File: config.mk
export PLATFORM = sky130hd
export DESIGN_NAME = mac_address_claim_protocol
export DESIGN_NICKNAME = d
export VERILOG_FILES = /design/src/rtl/core/macp_pkg.sv /design/src/rtl/core/macp_ctrl.sv /design/src/rtl/core/macp_dp.sv /design/src/rtl/core/mac_address_claim_protocol.sv
export SDC_FILE = /design/constraint.sdc
export NUM_CORES = 2
export LEC_CHECK = 0
export BUFFER_PORTS_ARGS = -buffer_cell sky130_fd_sc_hd__buf_2
export CELL_PAD_IN_SITES_DETAIL_PLACEMENT = 2
export CELL_PAD_IN_SITES_GLOBAL_PLACEMENT = 2
export CORE_MARGIN = 5
export CORE_UTILIZATION = 38
export DETAILED_ROUTE_END_ITERATION = 16
export PLACE_DENSITY_LB_ADDON = 0.1
export SLEW_MARGIN = 20
export SYNTH_ARGS = -nofsm -noshare
export SYNTH_HDL_FRONTEND = slang
export SYNTH_HIERARCHICAL = 1
export SYNTH_SLANG_ARGS = --single-unit
export TNS_END_PERCENT = 10
File: constraint.sdc
create_clock -name i_clk -period 13.8 [get_ports i_clk]
set_input_delay 2.76 -clock i_clk [delete_from_list [all_inputs] [get_ports i_clk]]
set_output_delay 2.76 -clock i_clk [all_outputs]
set_load 0.05 [all_outputs]
File: src/rtl/core/macp_pkg.sv
// ----------------------------------------------------------------------------
// macp_pkg
// Shared types and constants of the address claim block.
// ----------------------------------------------------------------------------
package macp_pkg;

    typedef struct packed {
        logic [1:0]  mode;
        logic [63:0] now_ns;
        logic [31:0] addr_prefix;
        logic [15:0] addr_low;
        logic [15:0] addr_count;
        logic [30:0] random_offset;
        logic [15:0] random_fraction;
    } t_in_word;

    typedef struct packed {
        logic        send_valid;
        logic [1:0]  send_kind;
        logic [15:0] request_low;
        logic [15:0] req_count;
        logic [15:0] conflict_low;
        logic [15:0] conf_count;
        logic [1:0]  protocol_state;
        logic        save_request;
    } t_out_word;

    localparam logic [1:0] MODE_TICK    = 2'd0;
    localparam logic [1:0] MODE_PROBE   = 2'd1;
    localparam logic [1:0] MODE_DEFEND  = 2'd2;
    localparam logic [1:0] MODE_RESERVE = 2'd3;

    localparam logic [1:0] ST_IDLE     = 2'd0;
    localparam logic [1:0] ST_PROBE    = 2'd1;
    localparam logic [1:0] ST_ANNOUNCE = 2'd2;

    localparam logic [1:0] KIND_PROBE    = 2'd0;
    localparam logic [1:0] KIND_DEFEND   = 2'd1;
    localparam logic [1:0] KIND_ANNOUNCE = 2'd2;

    localparam logic [2:0] CFG_PREFIX  = 3'd0;
    localparam logic [2:0] CFG_SIZE    = 3'd1;
    localparam logic [2:0] CFG_PINT    = 3'd2;
    localparam logic [2:0] CFG_PJIT    = 3'd3;
    localparam logic [2:0] CFG_AINT    = 3'd4;
    localparam logic [2:0] CFG_AJIT    = 3'd5;
    localparam logic [2:0] CFG_RETX    = 3'd6;

    localparam logic [15:0] DEFENSE_RANGE = 16'd8;
    localparam logic [19:0] NS_PER_MS     = 20'd1000000;

    // Commands from the controller to the datapath.
    typedef struct packed {
        logic load;      // capture input word, compute overlap and decision
        logic div_start; // start offset remainder
        logic mul_start; // start delay computation
        logic commit;    // write state and build result
    } t_cmd;

    // Status from the datapath to the controller.
    typedef struct packed {
        logic need_claim;
        logic need_delay;
        logic div_done;
        logic mul_done;
    } t_stat;

endpackage

File: src/rtl/core/macp_ctrl.sv
// ----------------------------------------------------------------------------
// macp_ctrl
// Sequencer that steps one word through decide, divide, delay and commit.
// ----------------------------------------------------------------------------
module macp_ctrl (
    input  logic            i_clk,
    input  logic            i_rst_n,
    input  logic            i_valid,
    output logic            o_stall,
    input  logic            i_out_full,
    input  macp_pkg::t_stat i_stat,
    output macp_pkg::t_cmd  o_cmd
);
    import macp_pkg::*;

    localparam logic [2:0] S_IDLE   = 3'd0;
    localparam logic [2:0] S_DECIDE = 3'd1;
    localparam logic [2:0] S_DIV    = 3'd2;
    localparam logic [2:0] S_MUL    = 3'd3;
    localparam logic [2:0] S_COMMIT = 3'd4;

    logic [2:0] r_state, n_state;

    assign o_stall = (r_state != S_IDLE);

    always_comb begin
        n_state = r_state;
        o_cmd   = '0;
        unique case (r_state)
            S_IDLE: begin
                if (i_valid) begin
                    o_cmd.load = 1'b1;
                    n_state    = S_DECIDE;
                end
            end
            S_DECIDE: begin
                if (i_stat.need_claim) begin
                    o_cmd.div_start = 1'b1;
                    n_state         = S_DIV;
                end else if (i_stat.need_delay) begin
                    o_cmd.mul_start = 1'b1;
                    n_state         = S_MUL;
                end else begin
                    n_state = S_COMMIT;
                end
            end
            S_DIV: begin
                if (i_stat.div_done) begin
                    o_cmd.mul_start = 1'b1;
                    n_state         = S_MUL;
                end
            end
            S_MUL: begin
                if (i_stat.mul_done) n_state = S_COMMIT;
            end
            S_COMMIT: begin
                if (!i_out_full) begin
                    o_cmd.commit = 1'b1;
                    n_state      = S_IDLE;
                end
            end
            default: n_state = S_IDLE;
        endcase
    end

    always_ff @(posedge i_clk) begin
        if (!i_rst_n) begin
            r_state <= S_IDLE;
        end else begin
            r_state <= n_state;
        end
    end

endmodule

File: src/rtl/core/macp_dp.sv
// ----------------------------------------------------------------------------
// macp_dp
// Claim state, overlap check, serial remainder and serial delay multiply.
// ----------------------------------------------------------------------------
module macp_dp (
    input  logic               i_clk,
    input  logic               i_rst_n,
    input  macp_pkg::t_in_word i_in,
    input  macp_pkg::t_cmd     i_cmd,
    output macp_pkg::t_stat    o_stat,
    input  logic               i_cfg_we,
    input  logic [2:0]         i_cfg_idx,
    input  logic [31:0]        i_cfg_data,
    output macp_pkg::t_out_word o_res
);
    import macp_pkg::*;

    // Configuration.
    logic [31:0] r_prefix;
    logic [15:0] r_size, r_pint, r_pjit, r_aint, r_ajit;
    logic [3:0]  r_retx;

    always_ff @(posedge i_clk) begin
        if (!i_rst_n) begin
            r_prefix <= 32'h91E0F000;
            r_size   <= 16'hFE00;
            r_pint   <= 16'd500;
            r_pjit   <= 16'd100;
            r_aint   <= 16'd3000;
            r_ajit   <= 16'd2000;
            r_retx   <= 4'd3;
        end else if (i_cfg_we) begin
            unique case (i_cfg_idx)
                CFG_PREFIX: r_prefix <= i_cfg_data;
                CFG_SIZE:   r_size   <= i_cfg_data[15:0];
                CFG_PINT:   r_pint   <= i_cfg_data[15:0];
                CFG_PJIT:   r_pjit   <= i_cfg_data[15:0];
                CFG_AINT:   r_aint   <= i_cfg_data[15:0];
                CFG_AJIT:   r_ajit   <= i_cfg_data[15:0];
                CFG_RETX:   r_retx   <= i_cfg_data[3:0];
                default: ;
            endcase
        end
    end

    // Claim state.
    logic [1:0]  r_cstate;
    logic [15:0] r_off, r_cnt;
    logic [3:0]  r_left;
    logic [63:0] r_deadline;

    // Captured word.
    t_in_word r_in;
    always_ff @(posedge i_clk) begin
        if (i_cmd.load) r_in <= i_in;
    end

    // Overlap against the current range (evaluated on the captured word).
    logic [15:0] ov_oe, ov_re, ov_n, ov_cs, ov_a, ov_b;
    logic        ov_hit;
    always_comb begin
        ov_oe = r_off + r_cnt;
        ov_re = r_in.addr_low + r_in.addr_count;
        ov_cs = '0;
        ov_a  = '0;
        ov_b  = '0;
        if (r_off >= r_in.addr_low && r_off <= ov_re) begin
            ov_cs = r_off;
            ov_a  = (ov_oe < ov_re) ? ov_oe : ov_re;
            ov_b  = r_off;
        end else if (r_in.addr_low >= r_off && r_in.addr_low <= ov_oe) begin
            ov_cs = r_in.addr_low;
            ov_a  = (ov_re < ov_oe) ? ov_re : ov_oe;
            ov_b  = r_in.addr_low;
        end
        ov_n   = (r_in.addr_prefix == r_prefix) ? (ov_a - ov_b) : 16'd0;
        ov_hit = (ov_n != 16'd0);
    end

    // Decision, registered in the decide cycle.
    logic [15:0] lim, clamp;
    logic        d_claim, d_delay, d_tick_go;
    logic [15:0] d_n;
    always_comb begin
        lim       = (r_size != 16'd0) ? (r_size - 16'd1) : 16'd0;
        clamp     = (r_in.addr_count > lim) ? lim : r_in.addr_count;
        d_claim   = 1'b0;
        d_n       = DEFENSE_RANGE;
        d_tick_go = (r_in.now_ns >= r_deadline) &&
                    (r_cstate == ST_PROBE || r_cstate == ST_ANNOUNCE);
        case (r_in.mode)
            MODE_PROBE:   d_claim = ov_hit && (r_cstate == ST_PROBE);
            MODE_DEFEND:  d_claim = ov_hit;
            MODE_RESERVE: begin
                d_claim = (clamp > r_cnt);
                d_n     = clamp;
            end
            default: d_claim = 1'b0;
        endcase
        d_delay = d_claim || ((r_in.mode == MODE_TICK) && d_tick_go);
    end

    logic        r_claim, r_tick_go, r_defend;
    logic [15:0] r_n, r_cs, r_ovn;
    logic [63:0] r_base;
    always_ff @(posedge i_clk) begin
        if (!i_cmd.load) begin
            r_claim   <= d_claim;
            r_tick_go <= (r_in.mode == MODE_TICK) && d_tick_go;
            r_defend  <= (r_in.mode == MODE_PROBE) && ov_hit && (r_cstate == ST_ANNOUNCE);
            r_n       <= d_n;
            r_cs      <= ov_cs;
            r_ovn     <= ov_n;
            r_base    <= (r_in.mode == MODE_RESERVE) ? 64'd0 : r_in.now_ns;
        end
    end
    // Decision values are stable from the decide cycle on, since the claim
    // state only changes at commit.
    assign o_stat.need_claim = d_claim;
    assign o_stat.need_delay = d_delay;

    // Serial remainder: random_offset mod (size - n), one bit per cycle.
    logic [15:0] r_div_d;
    logic [30:0] r_div_q;
    logic [15:0] r_rem;
    logic [4:0]  r_div_cnt;
    logic        r_div_busy, r_div_zero;
    logic [16:0] rem_sh, rem_sub;
    assign rem_sh  = {r_rem, r_div_q[30]};
    assign rem_sub = rem_sh - {1'b0, r_div_d};
    always_ff @(posedge i_clk) begin
        if (!i_rst_n) begin
            r_div_busy <= 1'b0;
        end else if (i_cmd.div_start) begin
            r_div_busy <= 1'b1;
            r_div_cnt  <= 5'd30;
            r_div_q    <= r_in.random_offset;
            r_rem      <= '0;
            r_div_d    <= r_size - d_n;
            r_div_zero <= !(r_size > d_n);
        end else if (r_div_busy) begin
            r_div_q <= {r_div_q[29:0], 1'b0};
            r_rem   <= (rem_sh >= {1'b0, r_div_d}) ? rem_sub[15:0] : rem_sh[15:0];
            if (r_div_cnt == 5'd0) r_div_busy <= 1'b0;
            else r_div_cnt <= r_div_cnt - 5'd1;
        end
    end
    assign o_stat.div_done = !r_div_busy && !i_cmd.div_start;

    // Serial delay: interval*1e6 + (jitter*frac*1e6)>>16, then saturating add.
    logic [31:0] r_jf;       // jitter * fraction
    logic [51:0] r_acc;      // jitter * fraction * 1e6
    logic [19:0] r_mbits;
    logic [4:0]  r_mcnt;
    logic [1:0]  r_mph;
    logic [15:0] r_int;
    logic [35:0] r_ins;
    logic        r_mbusy;
    logic        ann_sel;
    logic [15:0] sel_int, sel_jit;
    logic [64:0] sum;
    // The announce timing applies only to a tick that fires while announcing.
    assign ann_sel = (r_in.mode == MODE_TICK) && d_tick_go && (r_cstate == ST_ANNOUNCE);
    assign sel_int = ann_sel ? r_aint : r_pint;
    assign sel_jit = ann_sel ? r_ajit : r_pjit;
    always_ff @(posedge i_clk) begin
        if (!i_rst_n) begin
            r_mbusy <= 1'b0;
        end else if (i_cmd.mul_start) begin
            r_mbusy <= 1'b1;
            r_mph   <= 2'd0;
            r_jf    <= 32'(sel_jit) * 32'(r_in.random_fraction);
            r_int   <= sel_int;
            r_acc   <= '0;
            r_mbits <= NS_PER_MS;
            r_mcnt  <= 5'd19;
        end else if (r_mbusy) begin
            unique case (r_mph)
                2'd0: begin
                    // Shift-add one multiplier bit per cycle.
                    r_acc   <= {r_acc[50:0], 1'b0} +
                               (r_mbits[19] ? {20'd0, r_jf} : 52'd0);
                    r_mbits <= {r_mbits[18:0], 1'b0};
                    if (r_mcnt == 5'd0) r_mph <= 2'd1;
                    else r_mcnt <= r_mcnt - 5'd1;
                end
                2'd1: begin
                    r_ins <= 36'(r_int) * 36'(NS_PER_MS);
                    r_mph <= 2'd2;
                end
                default: begin
                    r_mbusy <= 1'b0;
                end
            endcase
        end
    end
    assign o_stat.mul_done = !r_mbusy && !i_cmd.mul_start;
    assign sum = {1'b0, r_base} + {29'd0, r_ins} + {29'd0, r_acc[51:16]};

    // Commit.
    t_out_word n_res;
    always_comb begin
        n_res                = '0;
        n_res.protocol_state = r_cstate;
        if (r_claim) begin
            n_res.protocol_state = ST_PROBE;
        end else if (r_tick_go) begin
            n_res.send_valid = 1'b1;
            if (r_cstate == ST_PROBE) begin
                n_res.send_kind = KIND_PROBE;
                if (r_left <= 4'd1) begin
                    n_res.protocol_state = ST_ANNOUNCE;
                    n_res.save_request   = 1'b1;
                end
            end else begin
                n_res.send_kind = KIND_ANNOUNCE;
            end
        end else if (r_defend) begin
            n_res.send_valid   = 1'b1;
            n_res.send_kind    = KIND_DEFEND;
            n_res.conflict_low = r_cs;
            n_res.conf_count   = r_ovn;
        end
        n_res.request_low = r_claim ? (r_div_zero ? 16'd0 : r_rem) : r_off;
        n_res.req_count   = r_claim ? r_n : r_cnt;
    end

    always_ff @(posedge i_clk) begin
        if (!i_rst_n) begin
            r_cstate   <= ST_IDLE;
            r_off      <= '0;
            r_cnt      <= '0;
            r_left     <= '0;
            r_deadline <= '0;
        end else if (i_cmd.commit) begin
            r_cstate <= n_res.protocol_state;
            r_off    <= n_res.request_low;
            r_cnt    <= n_res.req_count;
            if (r_claim) r_left <= r_retx;
            else if (r_tick_go && r_cstate == ST_PROBE)
                r_left <= (r_left <= 4'd1) ? 4'd0 : r_left - 4'd1;
            if (r_claim || r_tick_go)
                r_deadline <= sum[64] ? 64'hFFFF_FFFF_FFFF_FFFF : sum[63:0];
        end
    end

    always_ff @(posedge i_clk) begin
        if (i_cmd.commit) o_res <= n_res;
    end

endmodule

File: src/rtl/core/mac_address_claim_protocol.sv
// ----------------------------------------------------------------------------
// mac_address_claim_protocol
// Multicast MAC address range claim engine with probe, announce and defend.
// ----------------------------------------------------------------------------
// Usage: each input word is an event (tick, received probe, received defend
// or announce, or reserve request). Every accepted word yields exactly one
// result word carrying the message to send, our range and the claim state.
// The input channel is i_in / i_in_valid / o_in_stall; the output channel is
// o_out / o_out_valid / i_out_stall. Registers are written through i_cfg_we /
// i_cfg_idx / i_cfg_data, and the user must do so only while the block is
// idle; the block itself does not enforce this. An event that makes no new
// claim and sets no deadline goes from decide straight to commit; a tick that
// sends first passes through the serial multiply of jitter by the nanosecond
// scale (one bit per cycle); a new claim also runs the serial remainder of the
// random offset before it. One word is worked on at a time; the next word can
// be accepted in the cycle after the previous one commits its result.
// Reset clears the claim to idle, with zero offset, count and deadline, and
// loads the registers with their default values.
// While the receiver stalls, a finished result waits in the output register;
// the next word may be accepted and worked on, and it waits to commit until
// the output register is free.
// ----------------------------------------------------------------------------
module mac_address_claim_protocol (
    input  logic                 i_clk,
    input  logic                 i_rst_n,
    input  macp_pkg::t_in_word   i_in,
    input  logic                 i_in_valid,
    output logic                 o_in_stall,
    output macp_pkg::t_out_word  o_out,
    output logic                 o_out_valid,
    input  logic                 i_out_stall,
    input  logic                 i_cfg_we,
    input  logic [2:0]           i_cfg_idx,
    input  logic [31:0]          i_cfg_data
);
    import macp_pkg::*;

    t_cmd  cmd;
    t_stat stat;
    logic  r_out_valid;
    logic  out_full;

    // The output register is busy while a word waits and the receiver stalls.
    assign out_full = r_out_valid && i_out_stall;

    macp_ctrl u_ctrl (
        .i_clk      (i_clk),
        .i_rst_n    (i_rst_n),
        .i_valid    (i_in_valid),
        .o_stall    (o_in_stall),
        .i_out_full (out_full),
        .i_stat     (stat),
        .o_cmd      (cmd)
    );

    macp_dp u_dp (
        .i_clk      (i_clk),
        .i_rst_n    (i_rst_n),
        .i_in       (i_in),
        .i_cmd      (cmd),
        .o_stat     (stat),
        .i_cfg_we   (i_cfg_we),
        .i_cfg_idx  (i_cfg_idx),
        .i_cfg_data (i_cfg_data),
        .o_res      (o_out)
    );

    always_ff @(posedge i_clk) begin
        if (!i_rst_n) begin
            r_out_valid <= 1'b0;
        end else if (cmd.commit) begin
            r_out_valid <= 1'b1;
        end else if (!i_out_stall) begin
            r_out_valid <= 1'b0;
        end
    end
    assign o_out_valid = r_out_valid;

    // A commit never overwrites a result that is still waiting.
    a_no_overwrite: assert property (@(posedge i_clk) disable iff (!i_rst_n)
        cmd.commit |-> !out_full)
        else $error("result overwritten");

    // A word is accepted only when no other word is in flight.
    a_one_at_a_time: assert property (@(posedge i_clk) disable iff (!i_rst_n)
        cmd.load |=> o_in_stall)
        else $error("second word accepted in flight");

    // Save is only reported together with a probe send.
    a_save_probe: assert property (@(posedge i_clk) disable iff (!i_rst_n)
        (o_out_valid && o_out.save_request) |->
        (o_out.send_valid && o_out.protocol_state == ST_ANNOUNCE))
        else $error("save without final probe");

endmodule
==> summary.md <==
| Metric | Value |
|---|---|
| Run status | `finished clean` |
| Post-Synth XOR/XNOR Area | `0.0432` |
| Pre-CTS setup slack | `2.69 ns` |
| Initial antenna violation count | `16` |
| Register area | `22000 um2` |
| Setup_tns | `0 ns` |
| Global-route wire length before repair | `262000 um` |
| CP arrival | `11.48 ns` |
| Clock network power share | `0.307` |
| P_leak | `26.0 nW` |
| Critical path required time | `14.11 ns` |
| Register area share after synthesis | `0.409` |
| PnR worst setup slack | `2.63 ns` |
| Rows | `138` |
| Share of post-route cells with drive strength above 1 | `0.106` |
| Cts-stage hold buffer count | `0` |
| Post-synthesis cell type count | `85` |
| Post-synth EDFFs | `582` |
| Detail Placement HPWL | `130000 um` |
| Reg power frac | `0.358` |
| P_int | `5.54 mW` |
| Synth top area cells | `edfxtp_1 33%, ha_1 12%, fa_1 11%, dfxtp_1 8.3%, nand2_1 4.0%` |
| Clock Latency Late Sink | `0.72 ns` |
| TritonCTS Buffers | `96` |
| Fin crit period | `11.17 ns` |
| I/O pins | `289` |
| Top cells by count, synth | `582 x edfxtp_1, 577 x nand2_1, 527 x inv_1` |
| Core Area | `141000 um2` |
| Mapped cell area | `53700 um2` |
| R2r startpoint | `u_dp/r_in[47]` |
| Post-CTS Resized | `0` |
| P&R area growth vs syn | `12.6%` |
| Clk slew on worst S/H paths | `0.06 ns` |
| GRT Residual Overflow | `0` |
| Comb power frac | `0.335` |
| Post-synthesis simple-gate area fraction | `0.137` |
| Cell taking the most area after synthesis | `edfxtp_1` |
| Reg-to-reg endpoint | `u_dp/r_jf[1]` |
| Via count | `38800` |
| # port buffers | `288` |
| Hold path start | `u_dp/r_pint[15]` |
| Final setup viols | `0` |
| Syn Inst Count | `5118` |
| ANT nets after route | `0` |
| Area of the multi-input gates | `29300 um2` |
| Largest family of logic cells by synthesized area | `adder cells` |
| WHS Endpoint | `u_dp/r_pint[15]` |
| Syn_area_per_cell | `10.5 um2` |
| Largest net degree at the start of global routing | `91` |
| Post-route DRC violation count | `0` |
| Post-CTS setup buffers | `0` |
| Slew HR | `0.228` |
| Yosys reg bits | `806` |
| Critical-path maximum fanout | `48` |
| Max_cap viols | `0` |
| Root buffer cell | `clkbuf_16` |
| Final Hold Viols | `0` |
| Top_reg_cell synth | `edfxtp_1` |
| CTS sink cnt | `806` |
| Gr usage total | `0.229` |
| Syn_nets | `6147` |
| Slowest stage delay, CP | `0.78 ns` |
| Synth Area in Adders | `0.229` |
| Total power | `8.56 mW` |
| Top cell type's share of synthesized area | `0.325` |
| Die X | `386 um` |
| PD cells | `141 nW/um2` |
| Least-Margin Pin Slew | `1.16 ns` |
| DR pass1 iterations | `5` |
| Worst reg2reg path depth | `37` |
| Mean routed wirelength per cell | `23.4 um` |
| Most common cell in the synthesized netlist | `edfxtp_1` |
| Slowest cell on crit path | `nor2_1` |
| Fmax | `89.5 MHz` |
| Sw Pwr | `3.02 mW` |
| R2R setup slack | `2.63 ns` |
| Slew Limit Fails | `0` |
| Ys async rst share | `0` |
| Vias in the first global route | `43300` |
| Worst Setup Start Kind | `flip-flop` |
| Placer's final routability congestion estimate | `0.851` |
| TritonCTS clock tree | `built` |
| Fin crit share | `0.809` |
| Initial Util | `0.381` |
| Share of synthesized area spent on multiplexers | `0.0225` |
| Final wirelength | `172000 um` |
| Clock Skews | `0.0376 ns` |
| Final net count | `6405` |
| Compound-Gate Fraction of Synth Area | `0.111` |
| Worst VDD drop | `0.000107 V` |
| Worst Hold Path Cells | `2` |
| Die Ht | `386 um` |
| RSZ-0062 raised after global routing | `no` |
| Synth warnings | `6` |
| Clock Path Buffers | `3` |
| Fillers | `14900` |
| Worst Hold Class | `reg -> reg` |
| H-tree depth reported by CTS | `3` |
| Critical path class | `reg -> reg` |
| Switching share of total power | `0.353` |
| Die area | `149000 um2` |
| Iter 0 DRT Violations | `1885` |
| Core Util, Final | `0.429` |
| Post-DR vias/cell | `5.28` |
| Crit end category | `flip-flop` |
power groups by stage:
| stage | clock network (mW) | registers (mW) | logic [mW] |
|---|---|---|---|
| floorplan | 0 | 3.06 | 2.01 |
| global placement | 0 | 3.10 | 2.75 |
| detailed placement | 0 | 3.11 | 2.86 |
| CTS | 2.72 | 3.06 | 2.90 |
| global route | 2.82 | 3.08 | 3.22 |
| finish | 2.63 | 3.06 | 2.87 |
routing by layer:
metal	track usage	up-vias	routed length [um]
li1	-	18200	-
met1	0.316	19900	81300
met2	0.379	614	79300
met3	0.0377	186	7270
met4	0.0501	10	3820
met5	0	-	56
sequential cells by signal, indices dropped and copies added (netlist names), 30 cells and up:
register / count
u_dp/r_div_q: 31
u_dp/o_res: 70
u_dp/r_deadline: 64
u_dp/r_jf: 32
u_dp/r_ins: 30
u_dp/r_prefix: 32
u_dp/r_acc: 52
u_dp/r_in: 177
u_dp/r_base: 64
worst max-delay path by stage:
stage | from | end | slack [ns] | cells after the start
global placement | u_dp/r_in[47] | u_dp/r_mcnt[3] | 3.11 | 42
floorplan | u_dp/r_in[47] | u_dp/r_mcnt[0] | 0.96 | 44
finish | u_dp/r_in[47] | u_dp/r_jf[1] | 2.63 | 37
global route | u_dp/r_in[47] | u_dp/r_jf[1] | 1.93 | 37
detailed placement | u_dp/r_in[47] | u_dp/r_mcnt[1] | 2.69 | 42
CTS | u_dp/r_in[47] | u_dp/r_jf[1] | 2.50 | 40
cell usage in the layout, fill, tap and decap left out, types with 65 or more instances in the layout:
| master | count |
|---|---|
| a21boi_0 | 85 |
| nand4_1 | 66 |
| nor2b_1 | 65 |
| ha_1 | 526 |
| nand2_1 | 576 |
| dfxtp_1 | 224 |
| nand3_1 | 103 |
| clkbuf_16 | 98 |
| fa_1 | 286 |
| nor2_1 | 211 |
| and2_1 | 268 |
| a21o_1 | 124 |
| a21oi_1 | 257 |
| inv_1 | 524 |
| o21ai_0 | 211 |
| xnor2_1 | 173 |
| mux2_2 | 67 |
| edfxtp_1 | 582 |
| xor2_1 | 92 |
| buf_2 | 287 |
metrics by stage:
step,std cells,cell area [um2],hold slack (ns)
6_report,7353,60500,0.464
5_1_grt,7351,60500,0.490
4_1_cts,7350,60500,0.468
3_5_place_dp,7168,57300,0.458
3_3_place_gp,7168,57300,0.446
2_1_floorplan,5118,53700,0.435
layout make-up:
cell class                      count  area share
Clock buffer                      126      0.0434
Timing Repair Buffer              319      0.0282
Inverter                          527      0.0327
Sequential cell                   806       0.363
Clock inverter                     56      0.0102
Tap cell                         1890      0.0391
Antenna cell                        3    0.000124
Multi-Input combinational cell   3626       0.483
critical path: cells and delay by family (launching register included):
| kind | cells | cell delay [ns] |
|---|---|---|
| AO/OA/AOI/OAI | 18 | 4.40 |
| flip-flops | 1 | 0.43 |
| multiplexers | 1 | 0.14 |
| XOR/XNOR | 3 | 0.57 |
| adder cells (fa/ha/maj) | 4 | 1.44 |
| buffers and inverters | 2 | 0.85 |
| AND/OR/NAND/NOR | 9 | 2.87 |
logic make-up (layout without fill, tap and decap cells):
kind of cell | after synthesis | in the layout
mux | 112 | 112
simple gates | 1513 | 1513
flops | 806 | 806
fa+ha+maj | 812 | 812
buf+inv | 686 | 1028
xor+xnor | 265 | 265
compound gates | 924 | 924
other cells | 0 | 3
Power figures use the tool's default switching activity.
